--- config.mk ---
export PLATFORM = sky130hd
export DESIGN_NAME = rle_sprite_line_blitter_flat
export DESIGN_NICKNAME = d
export VERILOG_FILES = /design/src/hdl/rslb_pkg.sv /design/src/hdl/rslb_if.sv /design/src/hdl/rle_sprite_line_blitter.sv /design/src/hdl/rslb_front.sv /design/src/hdl/rslb_queue.sv /design/src/hdl/rslb_back.sv /design/src/flat_wrapper.sv
export SDC_FILE = /design/constraint.sdc
export NUM_CORES = 2
export LEC_CHECK = 0
export BUFFER_PORTS_ARGS = -buffer_cell sky130_fd_sc_hd__buf_2
export CORE_MARGIN = 1
export CORE_UTILIZATION = 30
export DETAILED_ROUTE_END_ITERATION = 12
export SETUP_SLACK_MARGIN = 0.02
export SLEW_MARGIN = 20
export SYNTH_ARGS = -nofsm -noshare
export SYNTH_HDL_FRONTEND = slang
export SYNTH_HIERARCHICAL = 1
export SYNTH_SLANG_ARGS = --single-unit
--- constraint.sdc ---
create_clock -name i_clk -period 17.6 [get_ports i_clk]
set_input_delay 1.76 -clock i_clk [delete_from_list [all_inputs] [get_ports i_clk]]
set_output_delay 1.76 -clock i_clk [all_outputs]
set_load 0.005 [all_outputs]
--- src/hdl/rslb_pkg.sv ---
// Shared types and constants of the sprite line blitter.
package rslb_pkg;

    // Input command codes
    localparam logic CMD_START  = 1'b0;
    localparam logic CMD_STREAM = 1'b1;

    // Stream tokens, bits 31:24 of a token word
    localparam logic [7:0] TOK_END  = 8'd0;
    localparam logic [7:0] TOK_LINE = 8'd1;
    localparam logic [7:0] TOK_DRAW = 8'd2;
    localparam logic [7:0] TOK_SKIP = 8'd3;

    // Result kinds
    localparam logic KIND_PIXEL  = 1'b0;
    localparam logic KIND_FINISH = 1'b1;

    // Configuration register indexes
    localparam int unsigned CFG_IDX_W = 3;
    localparam logic [CFG_IDX_W-1:0] CFG_FRAME_BASE   = 3'd0;
    localparam logic [CFG_IDX_W-1:0] CFG_ROW_BYTES    = 3'd1;
    localparam logic [CFG_IDX_W-1:0] CFG_SCREEN_WIDTH = 3'd2;
    localparam logic [CFG_IDX_W-1:0] CFG_VISIBLE_ROWS = 3'd3;
    localparam logic [CFG_IDX_W-1:0] CFG_HIGH_COLOR   = 3'd4;

    // Reset values of the configuration registers
    localparam logic [13:0] ROW_BYTES_RST    = 14'd640;
    localparam logic [11:0] SCREEN_WIDTH_RST = 12'd640;
    localparam logic [11:0] VISIBLE_ROWS_RST = 12'd480;

    // Command queue between front and back; depth is a power of two
    localparam int unsigned QUEUE_DEPTH = 4;
    localparam int unsigned QPTR_W      = $clog2(QUEUE_DEPTH);
    localparam int unsigned QCNT_W      = QPTR_W + 1;

    typedef struct packed {
        logic [23:0] frame_base;
        logic [13:0] row_bytes;
        logic [11:0] screen_width;
        logic [11:0] visible_rows;
        logic        high_color;
    } t_cfg;

    typedef enum logic [1:0] {
        OP_START,
        OP_PIXELS,
        OP_SKIP,
        OP_FINISH
    } t_op;

    // One classified request for the back end
    typedef struct packed {
        t_op         op;
        logic [31:0] data;   // pixel word, start x or skip count
        logic [15:0] y;
        logic [23:0] zoom;
        logic [2:0]  take;   // pixels in this word, 1 to 4
        logic        eos;
    } t_cmd;

    typedef enum logic [1:0] {
        BK_RUN,
        BK_OFFSET,
        BK_SKIP
    } t_back_state;

endpackage

--- src/hdl/rslb_if.sv ---
// Handshake channel interfaces: input stream, result stream, configuration writes.
interface rslb_in_if;
    logic        valid;
    logic        ready;
    logic        cmd;
    logic [31:0] stream_word;
    logic signed [31:0] start_x;
    logic signed [15:0] start_y;
    logic [23:0] zoom;

    modport source (output valid, cmd, stream_word, start_x, start_y, zoom, input ready);
    modport sink   (input valid, cmd, stream_word, start_x, start_y, zoom, output ready);
endinterface

interface rslb_out_if #(parameter int ADDR_BITS = 24);
    logic                 valid;
    logic                 ready;
    logic                 kind;
    logic [ADDR_BITS-1:0] address;
    logic [15:0]          pixel;
    logic                 end_of_shape;
    logic                 last;

    modport source (output valid, kind, address, pixel, end_of_shape, last, input ready);
    modport sink   (input valid, kind, address, pixel, end_of_shape, last, output ready);
endinterface

interface rslb_cfg_if;
    logic        valid;
    logic        ready;
    logic [2:0]  index;
    logic [23:0] data;

    modport source (output valid, index, data, input ready);
    modport sink   (input valid, index, data, output ready);
endinterface

--- src/hdl/rle_sprite_line_blitter.sv ---
// Top level of the run-length sprite line blitter: config registers, front, queue, back.
//
//  channel  | dir | modport | handshake     | payload
//  ---------+-----+---------+---------------+----------------------------------------------
//  i_in     | in  | sink    | valid / ready | cmd, stream_word, start_x, start_y, zoom
//  o_res    | out | source  | valid / ready | kind, address, pixel, end_of_shape, last
//  i_cfg    | in  | sink    | valid / ready | index, data (ready always high)
//
//  The front takes one request per cycle while the 4-entry command queue has room. The
//  back spends one cycle per pixel (up to 4 per 8-bit word) and one per line-finished
//  result, when the output is free; a line start or a skip uses the shared multiplier and
//  then the add. Ignored requests, and the pixel and skip words of a clipped line, cost
//  the back nothing. Reset is synchronous, active low; no clearing pass. A stalled result
//  holds in the output register while the front keeps filling the queue.
module rle_sprite_line_blitter
    import rslb_pkg::*;
#(
    parameter int ADDR_BITS  = 24,
    parameter int CHAR_WIDTH = 32
) (
    input  logic         i_clk,
    input  logic         i_rst_n,
    rslb_in_if.sink      i_in,
    rslb_out_if.source   o_res,
    rslb_cfg_if.sink     i_cfg
);

    t_cfg r_cfg;
    logic q_push, q_pop, q_full, q_valid;
    t_cmd q_entry, q_head;

    // Configuration writes are always taken; unknown indexes are dropped
    assign i_cfg.ready = 1'b1;

    always_ff @(posedge i_clk) begin
        if (!i_rst_n) begin
            r_cfg.frame_base   <= '0;
            r_cfg.row_bytes    <= ROW_BYTES_RST;
            r_cfg.screen_width <= SCREEN_WIDTH_RST;
            r_cfg.visible_rows <= VISIBLE_ROWS_RST;
            r_cfg.high_color   <= 1'b0;
        end else if (i_cfg.valid) begin
            case (i_cfg.index)
                CFG_FRAME_BASE:   r_cfg.frame_base   <= i_cfg.data;
                CFG_ROW_BYTES:    r_cfg.row_bytes    <= i_cfg.data[13:0];
                CFG_SCREEN_WIDTH: r_cfg.screen_width <= i_cfg.data[11:0];
                CFG_VISIBLE_ROWS: r_cfg.visible_rows <= i_cfg.data[11:0];
                CFG_HIGH_COLOR:   r_cfg.high_color   <= i_cfg.data[0];
                default: begin
                end
            endcase
        end
    end

    // Front: classify each request against the line and run state
    rslb_front #(
        .CHAR_WIDTH (CHAR_WIDTH)
    ) u_front (
        .i_clk   (i_clk),
        .i_rst_n (i_rst_n),
        .i_in    (i_in),
        .i_cfg   (r_cfg),
        .i_full  (q_full),
        .o_push  (q_push),
        .o_entry (q_entry)
    );

    // Queue: decouple request intake from result delivery
    rslb_queue u_queue (
        .i_clk   (i_clk),
        .i_rst_n (i_rst_n),
        .i_push  (q_push),
        .i_entry (q_entry),
        .i_pop   (q_pop),
        .o_full  (q_full),
        .o_valid (q_valid),
        .o_head  (q_head)
    );

    // Back: step x, form addresses and drive the result register
    rslb_back #(
        .ADDR_BITS (ADDR_BITS)
    ) u_back (
        .i_clk        (i_clk),
        .i_rst_n      (i_rst_n),
        .i_cfg        (r_cfg),
        .i_head_valid (q_valid),
        .i_head       (q_head),
        .o_pop        (q_pop),
        .o_res        (o_res)
    );

endmodule

--- src/hdl/rslb_front.sv ---
// Front end: accept requests, track line and run state, classify into commands.
module rslb_front
    import rslb_pkg::*;
#(
    parameter int CHAR_WIDTH = 32
) (
    input  logic           i_clk,
    input  logic           i_rst_n,
    rslb_in_if.sink        i_in,
    input  t_cfg           i_cfg,
    input  logic           i_full,
    output logic           o_push,
    output t_cmd           o_entry
);

    localparam int CW_W   = $clog2(CHAR_WIDTH + 1);
    localparam int SPAN_W = 24 + CW_W - 16;

    logic        r_in_line, n_in_line;
    logic        r_draw_en, n_draw_en;
    logic [23:0] r_left, n_left;

    logic                 accept;
    logic [24+CW_W-1:0]   span_prod;
    logic [SPAN_W-1:0]    span;
    logic [16:0]          x_end;
    logic                 y_ok, x_ok;
    logic [2:0]           per, take;
    logic [7:0]           tok;

    assign i_in.ready = !i_full;
    assign accept     = i_in.valid && !i_full;

    // Clip test on the scaled span of one character cell
    assign span_prod = i_in.zoom * CW_W'(CHAR_WIDTH);
    assign span      = span_prod[24+CW_W-1:16];
    assign x_end     = 17'(i_in.start_x[30:16]) + 17'(span);
    assign y_ok      = !i_in.start_y[15] && (i_in.start_y[14:0] < {3'b000, i_cfg.visible_rows});
    assign x_ok      = !i_in.start_x[31] && (x_end < 17'(i_cfg.screen_width));

    assign per  = i_cfg.high_color ? 3'd2 : 3'd4;
    assign take = (r_left < 24'(per)) ? r_left[2:0] : per;
    assign tok  = i_in.stream_word[31:24];

    always_comb begin
        n_in_line     = r_in_line;
        n_draw_en     = r_draw_en;
        n_left        = r_left;
        o_push        = 1'b0;
        o_entry.op    = OP_PIXELS;
        o_entry.data  = (i_in.cmd == CMD_START) ? i_in.start_x : i_in.stream_word;
        o_entry.y     = i_in.start_y;
        o_entry.zoom  = i_in.zoom;
        o_entry.take  = take;
        o_entry.eos   = (tok == TOK_END);
        if (accept) begin
            if (i_in.cmd == CMD_START) begin
                // abandon any open line
                n_in_line  = 1'b1;
                n_draw_en  = y_ok && x_ok;
                n_left     = '0;
                o_entry.op = OP_START;
                o_push     = 1'b1;
            end else if (r_in_line) begin
                if (r_left != '0) begin
                    n_left     = r_left - 24'(take);
                    o_entry.op = OP_PIXELS;
                    o_push     = r_draw_en;
                end else begin
                    case (tok)
                        TOK_DRAW: begin
                            n_left = i_in.stream_word[23:0];
                        end
                        TOK_SKIP: begin
                            o_entry.op = OP_SKIP;
                            o_push     = r_draw_en;
                        end
                        TOK_END, TOK_LINE: begin
                            n_in_line  = 1'b0;
                            n_draw_en  = 1'b0;
                            o_entry.op = OP_FINISH;
                            o_push     = 1'b1;
                        end
                        default: begin
                        end
                    endcase
                end
            end
        end
    end

    always_ff @(posedge i_clk) begin
        if (!i_rst_n) begin
            r_in_line <= 1'b0;
            r_draw_en <= 1'b0;
            r_left    <= '0;
        end else begin
            r_in_line <= n_in_line;
            r_draw_en <= n_draw_en;
            r_left    <= n_left;
        end
    end

endmodule

--- src/hdl/rslb_queue.sv ---
// Short command queue between front and back end.
module rslb_queue
    import rslb_pkg::*;
(
    input  logic i_clk,
    input  logic i_rst_n,
    input  logic i_push,
    input  t_cmd i_entry,
    input  logic i_pop,
    output logic o_full,
    output logic o_valid,
    output t_cmd o_head
);

    t_cmd              r_mem [QUEUE_DEPTH];
    logic [QPTR_W-1:0] r_wr, r_rd;
    logic [QCNT_W-1:0] r_count;

    assign o_full  = (r_count == QCNT_W'(QUEUE_DEPTH));
    assign o_valid = (r_count != '0);
    assign o_head  = r_mem[r_rd];

    always_ff @(posedge i_clk) begin
        if (i_push) begin
            r_mem[r_wr] <= i_entry;
        end
    end

    always_ff @(posedge i_clk) begin
        if (!i_rst_n) begin
            r_wr    <= '0;
            r_rd    <= '0;
            r_count <= '0;
        end else begin
            if (i_push) begin
                r_wr <= r_wr + 1'b1;
            end
            if (i_pop) begin
                r_rd <= r_rd + 1'b1;
            end
            r_count <= r_count + QCNT_W'(i_push) - QCNT_W'(i_pop);
        end
    end

`ifndef NO_ASSERTIONS
    a_no_overflow: assert property (@(posedge i_clk) disable iff (!i_rst_n)
        i_push |-> !o_full) else $error("push into full queue");
    a_no_underflow: assert property (@(posedge i_clk) disable iff (!i_rst_n)
        i_pop |-> o_valid) else $error("pop from empty queue");
    a_ptr_count: assert property (@(posedge i_clk) disable iff (!i_rst_n)
        r_wr == QPTR_W'(r_rd + r_count[QPTR_W-1:0])) else $error("queue pointers out of step");
`endif

endmodule

--- src/hdl/rslb_back.sv ---
// Back end: execute queued commands, step x and emit results through an output register.
module rslb_back
    import rslb_pkg::*;
#(
    parameter int ADDR_BITS = 24
) (
    input  logic          i_clk,
    input  logic          i_rst_n,
    input  t_cfg          i_cfg,
    input  logic          i_head_valid,
    input  t_cmd          i_head,
    output logic          o_pop,
    rslb_out_if.source    o_res
);

    t_back_state          r_state, n_state;
    logic [47:0]          r_x, n_x;
    logic [23:0]          r_zoom, n_zoom;
    logic [ADDR_BITS-1:0] r_line_off, n_line_off;
    logic [47:0]          r_mul, n_mul;
    logic [1:0]           r_idx, n_idx;
    logic                 r_out_valid, n_out_valid;
    logic                 r_kind, n_kind;
    logic [ADDR_BITS-1:0] r_addr, n_addr;
    logic [15:0]          r_pixel, n_pixel;
    logic                 r_eos, n_eos;
    logic                 r_last, n_last;

    logic signed [24:0]   mul_a, mul_b;
    logic signed [49:0]   mul_p;
    logic                 can_emit, pix_done;
    logic [ADDR_BITS-1:0] x_part, pix_addr;
    logic [15:0]          pix_val;

    assign o_res.valid        = r_out_valid;
    assign o_res.kind         = r_kind;
    assign o_res.address      = r_addr;
    assign o_res.pixel        = r_pixel;
    assign o_res.end_of_shape = r_eos;
    assign o_res.last         = r_last;

    assign can_emit = !r_out_valid || o_res.ready;
    assign pix_done = ({1'b0, r_idx} + 3'd1) == i_head.take;

    // Shared multiplier: row offset on line start, count times zoom on skip
    assign mul_a = (i_head.op == OP_START) ? 25'($signed(i_head.y)) : {1'b0, i_head.data[23:0]};
    assign mul_b = (i_head.op == OP_START) ? {11'd0, i_cfg.row_bytes} : {1'b0, r_zoom};
    assign mul_p = mul_a * mul_b;

    assign x_part   = i_cfg.high_color ? ADDR_BITS'({r_x[30:16], 1'b0}) : r_x[16 +: ADDR_BITS];
    assign pix_addr = r_line_off + x_part;

    always_comb begin
        pix_val = '0;
        if (i_cfg.high_color) begin
            pix_val = r_idx[0] ? i_head.data[15:0] : i_head.data[31:16];
        end else begin
            case (r_idx)
                2'd0:    pix_val = {8'd0, i_head.data[31:24]};
                2'd1:    pix_val = {8'd0, i_head.data[23:16]};
                2'd2:    pix_val = {8'd0, i_head.data[15:8]};
                default: pix_val = {8'd0, i_head.data[7:0]};
            endcase
        end
    end

    always_comb begin
        n_state     = r_state;
        n_x         = r_x;
        n_zoom      = r_zoom;
        n_line_off  = r_line_off;
        n_mul       = r_mul;
        n_idx       = r_idx;
        n_out_valid = r_out_valid && !o_res.ready;
        n_kind      = r_kind;
        n_addr      = r_addr;
        n_pixel     = r_pixel;
        n_eos       = r_eos;
        n_last      = r_last;
        o_pop       = 1'b0;
        case (r_state)
            BK_RUN: begin
                if (i_head_valid) begin
                    case (i_head.op)
                        OP_START: begin
                            n_x     = {{16{i_head.data[31]}}, i_head.data};
                            n_zoom  = i_head.zoom;
                            n_mul   = mul_p[47:0];
                            o_pop   = 1'b1;
                            n_state = BK_OFFSET;
                        end
                        OP_SKIP: begin
                            n_mul   = mul_p[47:0];
                            o_pop   = 1'b1;
                            n_state = BK_SKIP;
                        end
                        OP_PIXELS: begin
                            if (can_emit) begin
                                n_out_valid = 1'b1;
                                n_kind      = KIND_PIXEL;
                                n_addr      = pix_addr;
                                n_pixel     = pix_val;
                                n_eos       = 1'b0;
                                n_last      = pix_done;
                                n_x         = r_x + 48'(r_zoom);
                                if (pix_done) begin
                                    n_idx = '0;
                                    o_pop = 1'b1;
                                end else begin
                                    n_idx = r_idx + 2'd1;
                                end
                            end
                        end
                        default: begin
                            // line finished
                            if (can_emit) begin
                                n_out_valid = 1'b1;
                                n_kind      = KIND_FINISH;
                                n_addr      = '0;
                                n_pixel     = '0;
                                n_eos       = i_head.eos;
                                n_last      = 1'b1;
                                o_pop       = 1'b1;
                            end
                        end
                    endcase
                end
            end
            BK_OFFSET: begin
                n_line_off = ADDR_BITS'(i_cfg.frame_base) + r_mul[ADDR_BITS-1:0];
                n_state    = BK_RUN;
            end
            BK_SKIP: begin
                n_x     = r_x + r_mul;
                n_state = BK_RUN;
            end
            default: begin
                n_state = BK_RUN;
            end
        endcase
    end

    always_ff @(posedge i_clk) begin
        if (!i_rst_n) begin
            r_state     <= BK_RUN;
            r_idx       <= '0;
            r_out_valid <= 1'b0;
            r_x         <= '0;
            r_zoom      <= '0;
            r_line_off  <= '0;
        end else begin
            r_state     <= n_state;
            r_idx       <= n_idx;
            r_out_valid <= n_out_valid;
            r_x         <= n_x;
            r_zoom      <= n_zoom;
            r_line_off  <= n_line_off;
        end
    end

    always_ff @(posedge i_clk) begin
        r_mul   <= n_mul;
        r_kind  <= n_kind;
        r_addr  <= n_addr;
        r_pixel <= n_pixel;
        r_eos   <= n_eos;
        r_last  <= n_last;
    end

`ifndef NO_ASSERTIONS
    a_one_cycle_ops: assert property (@(posedge i_clk) disable iff (!i_rst_n)
        (r_state != BK_RUN) |=> (r_state == BK_RUN)) else $error("offset or skip step stuck");
    a_idx_on_pixels: assert property (@(posedge i_clk) disable iff (!i_rst_n)
        (r_idx != 2'd0) |-> (i_head_valid && i_head.op == OP_PIXELS))
        else $error("pixel index set without a pixel word at the head");
    a_no_pop_busy: assert property (@(posedge i_clk) disable iff (!i_rst_n)
        (r_state == BK_OFFSET || r_state == BK_SKIP) |-> !o_pop)
        else $error("pop during multi-cycle step");
`endif

endmodule
--- src/flat_wrapper.sv ---
// flat-port wrapper written by rule: the top's interface ports become plain ports
module rle_sprite_line_blitter_flat import rslb_pkg::*;
#(
    parameter int ADDR_BITS  = 24,
    parameter int CHAR_WIDTH = 32
)
  (i_clk, i_rst_n, i_in_valid, i_in_cmd, i_in_stream_word, i_in_start_x, i_in_start_y, i_in_zoom, i_in_ready, o_res_valid, o_res_kind, o_res_address, o_res_pixel, o_res_end_of_shape, o_res_last, o_res_ready, i_cfg_valid, i_cfg_index, i_cfg_data, i_cfg_ready);
  rslb_in_if i_in_i ();
  rslb_out_if #(.ADDR_BITS(ADDR_BITS)) o_res_i ();
  rslb_cfg_if i_cfg_i ();
  input  logic i_clk;
  input  logic i_rst_n;
  input wire logic [$bits(i_in_i.valid)-1:0] i_in_valid;
  input wire logic [$bits(i_in_i.cmd)-1:0] i_in_cmd;
  input wire logic [$bits(i_in_i.stream_word)-1:0] i_in_stream_word;
  input wire logic [$bits(i_in_i.start_x)-1:0] i_in_start_x;
  input wire logic [$bits(i_in_i.start_y)-1:0] i_in_start_y;
  input wire logic [$bits(i_in_i.zoom)-1:0] i_in_zoom;
  output wire logic [$bits(i_in_i.ready)-1:0] i_in_ready;
  output wire logic [$bits(o_res_i.valid)-1:0] o_res_valid;
  output wire logic [$bits(o_res_i.kind)-1:0] o_res_kind;
  output wire logic [$bits(o_res_i.address)-1:0] o_res_address;
  output wire logic [$bits(o_res_i.pixel)-1:0] o_res_pixel;
  output wire logic [$bits(o_res_i.end_of_shape)-1:0] o_res_end_of_shape;
  output wire logic [$bits(o_res_i.last)-1:0] o_res_last;
  input wire logic [$bits(o_res_i.ready)-1:0] o_res_ready;
  input wire logic [$bits(i_cfg_i.valid)-1:0] i_cfg_valid;
  input wire logic [$bits(i_cfg_i.index)-1:0] i_cfg_index;
  input wire logic [$bits(i_cfg_i.data)-1:0] i_cfg_data;
  output wire logic [$bits(i_cfg_i.ready)-1:0] i_cfg_ready;
  assign i_in_i.valid = i_in_valid;
  assign i_in_i.cmd = i_in_cmd;
  assign i_in_i.stream_word = i_in_stream_word;
  assign i_in_i.start_x = i_in_start_x;
  assign i_in_i.start_y = i_in_start_y;
  assign i_in_i.zoom = i_in_zoom;
  assign i_in_ready = i_in_i.ready;
  assign o_res_valid = o_res_i.valid;
  assign o_res_kind = o_res_i.kind;
  assign o_res_address = o_res_i.address;
  assign o_res_pixel = o_res_i.pixel;
  assign o_res_end_of_shape = o_res_i.end_of_shape;
  assign o_res_last = o_res_i.last;
  assign o_res_i.ready = o_res_ready;
  assign i_cfg_i.valid = i_cfg_valid;
  assign i_cfg_i.index = i_cfg_index;
  assign i_cfg_i.data = i_cfg_data;
  assign i_cfg_ready = i_cfg_i.ready;
  rle_sprite_line_blitter #(.ADDR_BITS(ADDR_BITS), .CHAR_WIDTH(CHAR_WIDTH)) u_core (.i_clk(i_clk), .i_rst_n(i_rst_n), .i_in(i_in_i), .o_res(o_res_i), .i_cfg(i_cfg_i));
endmodule
* Word-level counts from Yosys, hierarchy flattened
Memories as Yosys holds them, arrays and structs flattened. A register that Yosys moved wholly into a read port is not among the register bits.
Index checks and enable logic that the tools add are counted.
** Word-level totals
- Output and inout bits :: 46
- RAM bits :: 312
- Input port bits :: 137
- Memories kept :: 1
- Register bits after elaboration :: 288
- Word-level logic and storage cells :: 163
** Operators by class
- Equality and inequality tests :: 22
- Magnitude comparators :: 3
- Reduce and logical (&&, ||, !) cells :: 36
- Add/subtract/negate cells :: 12
- Muxes and demuxes :: 64
- $mul :: 1
- Bitwise gates (word level) :: 1
** Memory list
- u_core.u_queue.r_mem :: words 4, bits a word 78, rd ports 1, clocked after Yosys merged registers in 1, write ports 1, line rslb_queue.sv:15 : t_cmd r_mem [QUEUE_DEPTH];
** Operators by type and width (count)
- 24-bit two-way mux :: 8
- 48-bit case mux with 2 select lines :: 2
- 48-bit two-way mux :: 2
- 16-bit two-way mux :: 4
- 24-bit adder :: 2
- 48-bit by 24-bit adder with 48-bit output :: 1
- 48-bit adder :: 1
- 25-bit by 25-bit multiplier with 48-bit output :: 1
- 24-bit case mux with 2 select lines :: 1
- 32-bit two-way mux :: 1
- 16-bit case mux with 2 select lines :: 1
- 1-bit two-way mux :: 27
- 25-bit two-way mux :: 1
- 24-bit by 3-bit < comparator with 1-bit output :: 1
- 8-bit case mux with 3 select lines :: 1
- 24-bit nonzero test :: 1
- 24-bit by 3-bit subtractor with 24-bit output :: 1
- 15-bit by 13-bit adder with 16-bit output :: 1
- 8-bit by 2-bit equality test with 1-bit output, second input constant :: 2
- 16-bit by 12-bit < comparator with 1-bit output :: 1
- 4-bit AND reduction :: 4
- 15-bit by 12-bit < comparator with 1-bit output :: 1
- 2-bit two-way mux :: 7
- 2-bit AND reduction :: 7
- other kinds (30) :: 60

* Longest topological paths before layout
- Word-level depth :: 9
- Mapped depth :: 33
- Mapped depth without buffers :: 29

* By module
The synthesis kept the hierarchy.
** By module, submodules not included
- rslb_back :: times used 1, area each 31979.4 um^2, sequential area each 4354.2 um^2, cells each 3721
- rslb_queue :: times used 1, area each 11717.5 um^2, sequential area each 9549.2 um^2, cells each 451
- rslb_front :: times used 1, area each 3746.1 um^2, sequential area each 520.5 um^2, cells each 507
- rle_sprite_line_blitter :: times used 1, area each 2451.1 um^2, sequential area each 1261.2 um^2, cells each 244

* Worst setup path after synthesis
Ideal clock, no wire load.
- Path type :: flip-flop to flip-flop
- Start point :: register with a tool-made name
- End point :: register u_core.u_back.r_mul[38], data pin
- Arrival time :: 8.384 ns
- Path buffers :: 4
- Required time :: 17.334 ns
- Path slack :: 8.950 ns
- Stages on the path, launching flop included :: 32
- Period minus slack after synthesis :: 8.650 ns
- Library setup time :: 0.266 ns
- Cell sequence :: dfxtp_1 > buf_6 > buf_12 > mux4_2 > nor2_1 > clkbuf_1 > mux2i_1 > clkbuf_1 > nor2_1 > fa_1 > inv_1 > fa_1 > inv_1 > fa_1 > inv_1 > fa_1 > inv_1 > fa_1 > fa_1 > inv_1 > fa_1 > inv_1 > ha_1 > a21o_1 > a21o_1 > a311oi_1 > nand3b_1 > a21o_1 > a41o_1 > nor4_1 > nor3_1 > xor2_1
** RTL lines
- to (signal assigned) :: line rslb_back.sv:162 : r_mul <= n_mul;
- to (decl) :: line rslb_back.sv:20 : logic [47:0] r_mul, n_mul;

==> reports/qor.yml <==
placement:
  io_buffers: 181
  dp.cells: 7108
  gp_congestion: 0.980
  dp_hpwl_um: 126000
  pre_cts_ws_ns: 7.41
timing:
  timing.slew.headroom_pct: 16.3
  hold_viol: 0
  setup_ws_ns: 7.23
  finalCritPeriodShare_pct: 58.9
  maxSlewViolCount: 0
  worstMarginPinSlew_ns: 1.25
  finalSetupViolations: 0
  tns_ns: 0
  rsz0062_at_grt: "no"
  fmax_mhz: 96.4
  clock_skew_ns: 0.0377
  final.min_clock_period_ns: 10.37
clock_tree:
  clk_latency_ns: 0.69
  cts_buffer_depth: 3
  cts_root_buf: "clkbuf_16"
  cts_setup_buffers: 0
  cts_resized: 0
  cts_buffers: 66
  cts.reportedPaths.clkPinSlew_ns: 0.06
  clock-sinks: 586
  htree_levels: 3
  cts_tree: "done"
  cts_hold_buf: 0
final_layout:
  nets: 5932
  multi_input_area_um2: 30400
  layout_common_cells: "inv_1 (710), nand2_1 (539), fa_1 (530), edfxtp_1 (395), nor2_1 (393)"
  nFillCells: 16600
  seq_area_um2: 15700
  instances_no_fill: 7233
  mostFrequentLayoutCell: "inv_1"
  syn2layout_area_growth_pct: 10.3
  layout-drive-gt1-share_pct: 10.7
synthesis:
  syn_area_um2: 49900
  ys_types: 102
  synth_cells: 4923
  synth_nets: 5868
  synth_edf_count: 395
  synth_top_area_share_pct: 23.8
  avgSynthCellArea_um2: 10.1
  ys_seq_elements: 586
  synth_seq_area_share_pct: 31.4
  synthTopCellsByArea: "edfxtp_1 (24%), fa_1 (21%), dfxtp_1 (7.7%)"
  async_flop_share_pct: 0
  synth_ff_type: "edfxtp_1"
  synth_warnings: 6
  yosysTopAreaCell: "edfxtp_1"
hold_path:
  hold_class: "flop to flop"
  holdPathStages: 2
global_route:
  overflow: 0
  grt_usage_pct: 19.1
  antenna_found_initial: 19
  grt_pass1_wl_um: 241000
  grt_pass1_vias: 37400
  grt_start_max_net_pins: 83
floorplanning:
  start_util_pct: 30.2
  dieHeight_um: 410
  pin_count: 183
  die_x_um: 410
  core_area_um2: 165000
  die_area_um2: 168000
  num_rows: 149
worst_setup_path:
  cp.buffers_inverters: 8
  cpLargestDelayFamily: "adder cells"
  crit_required_ns: 18.00
  endpoint_kind: "flop"
  critPathMostFrequentCell: "fa_1"
  crit_cells: 29
  arrival_ns: 10.77
  cp-start-kind: "flop"
  cpPeakStageDelay_ns: 0.82
  worstPathMaxFanout: 79
  critPathSlowestCell: "mux2i_1"
  critical_path_class: "flop to flop"
  reg2regPathDepth: 29
status:
  violations: "design-rule violations"
  status: "finished, violations left"
detailed_routing:
  first_iter_violations: 3665
  viasPerCell: 5.16
  post_drt_wl_per_cell_um: 22.4
  firstDrtPassIters: 10
  final_antenna_net_count: 0
  vias: 37300
  drc_errors: 24
  routed_wl_um: 162000
power:
  powerDensity_nw_per_um2: 172
  ir_drop_uv: 158
  power_leakage_nw: 23.9
run:
  max_cap_violations: 0
## layer usage
layer,global-route usage [%],part of all wire [%],vias up,wire length [um]
li1,-,-,16600,-
met1,25.8,42,18700,67700
met2,29.1,44,1724,71500
met3,6.23,11,301,17800
met4,5.65,3.0,22,4880
met5,0,0.097,-,157
## worst reg2reg max path, delay by kind of cell (launching register included)
kind | cells | cell delay (ns)
AOI/OAI and AO/OA | 5 | 1.09
xor gates and xnor gates | 1 | 0.15
adders and majority gates | 8 | 3.99
buffers and inverters | 8 | 1.69
DFF | 1 | 0.77
muxes | 2 | 1.42
and+or+nand+nor | 5 | 1.00
## synth_stat cells, types with 22 or more instances
cell / number
nor2b_1: 48
a21oi_1: 179
nor2_1: 396
a21boi_0: 46
ha_1: 278
buf_4: 48
xnor2_1: 92
mux2i_1: 105
mux4_2: 78
fa_1: 530
dfxtp_1: 191
a21o_1: 55
o21ai_1: 22
nand2_1: 539
nand2b_1: 44
xor2_1: 61
o211ai_1: 42
nand3_1: 82
and2_1: 36
o21ai_0: 127
a211oi_1: 25
edfxtp_1: 395
mux2_2: 46
nor3_1: 60
and3_1: 150
inv_1: 711
clkbuf_1: 165
o21a_1: 33
## final timing paths
kind                                      start                                end  slack [ns]
hold / removal    u_core/r_cfg[12]$_SDFFE_PN0P_      u_core/r_cfg[12]$_SDFFE_PN0P_        0.46
setup reg to reg                           flop  u_core/u_back/r_mul[38]$_DFFE_PP_        7.23
setup / recovery                           flop  u_core/u_back/r_mul[38]$_DFFE_PP_        7.23
hold reg to reg   u_core/r_cfg[12]$_SDFFE_PN0P_      u_core/r_cfg[12]$_SDFFE_PN0P_        0.46
## power breakdown
part	total, mW	internal, mW	switching [mW]
logic	6.05	2.22	3.83
clock network	1.39	0.790	0.600
registers	2.04	1.81	0.226
total	9.48	4.82	4.66
## logic make-up (layout without fill, tap and decap cells)
kind of cell / Yosys count / in the layout / synth area share [%]
other: 3 / 9 / 0.0226
adder cells (fa/ha/maj): 808 / 808 / 28.2
buffers and inverters: 961 / 1076 / 7.79
multiplexers: 229 / 229 / 6.67
AO/OA/AOI/OAI: 712 / 712 / 9.44
XOR/XNOR: 154 / 154 / 2.73
flip-flops: 586 / 586 / 31.4
AND/OR/NAND/NOR: 1470 / 1470 / 13.7
## cell type report
type,count,area share [%]
Multi-Input combinational cell,3376,55.2
Sequential cell,586,28.5
Tap cell,2189,4.98
Inverter,712,4.86
Clock buffer,93,3.32
Timing Repair Buffer,245,2.53
Clock inverter,26,0.541
Antenna cell,6,0.0273
## state kept, by name, indices dropped and copies added, names as in the netlist, named ones only
name and count:
u_core/u_queue/r_wr 2, u_core/r_cfg 63, u_core/u_queue/r_rd 2, u_core/u_back/o_res.kind 1, u_core/u_back/r_idx 2, u_core/u_back/r_x 40
u_core/u_back/o_res.pixel 16, u_core/u_back/r_zoom 24, u_core/u_back/o_res.valid 1, u_core/u_queue/r_count 3, u_core/u_back/o_res.address 24, u_core/u_front/r_in_line 1
u_core/u_back/o_res.end_of_shape 1, u_core/u_back/r_state 2, u_core/u_front/r_draw_en 1, u_core/u_back/o_res.last 1, u_core/u_queue/r_mem 312, u_core/u_back/r_mul 40
u_core/u_back/r_line_off 24, u_core/u_front/r_left 24
## per-stage QoR
| stage | instance area (um^2) | hold WS, ns | total power, mW | utilization [%] |
|---|---|---|---|---|
| 2_1_floorplan | 49900 | 0.423 | 6.01 | - |
| 3_3_place_gp | 52900 | 0.437 | 7.93 | 32.1 |
| 3_5_place_dp | 52900 | 0.446 | 7.98 | 32.1 |
| 4_1_cts | 55000 | 0.454 | 9.41 | 33.4 |
| 5_1_grt | 55000 | 0.458 | 10.2 | 33.4 |
| 6_report | 55000 | 0.461 | 9.48 | 33.4 |
(Power assumes the default switching activity.)
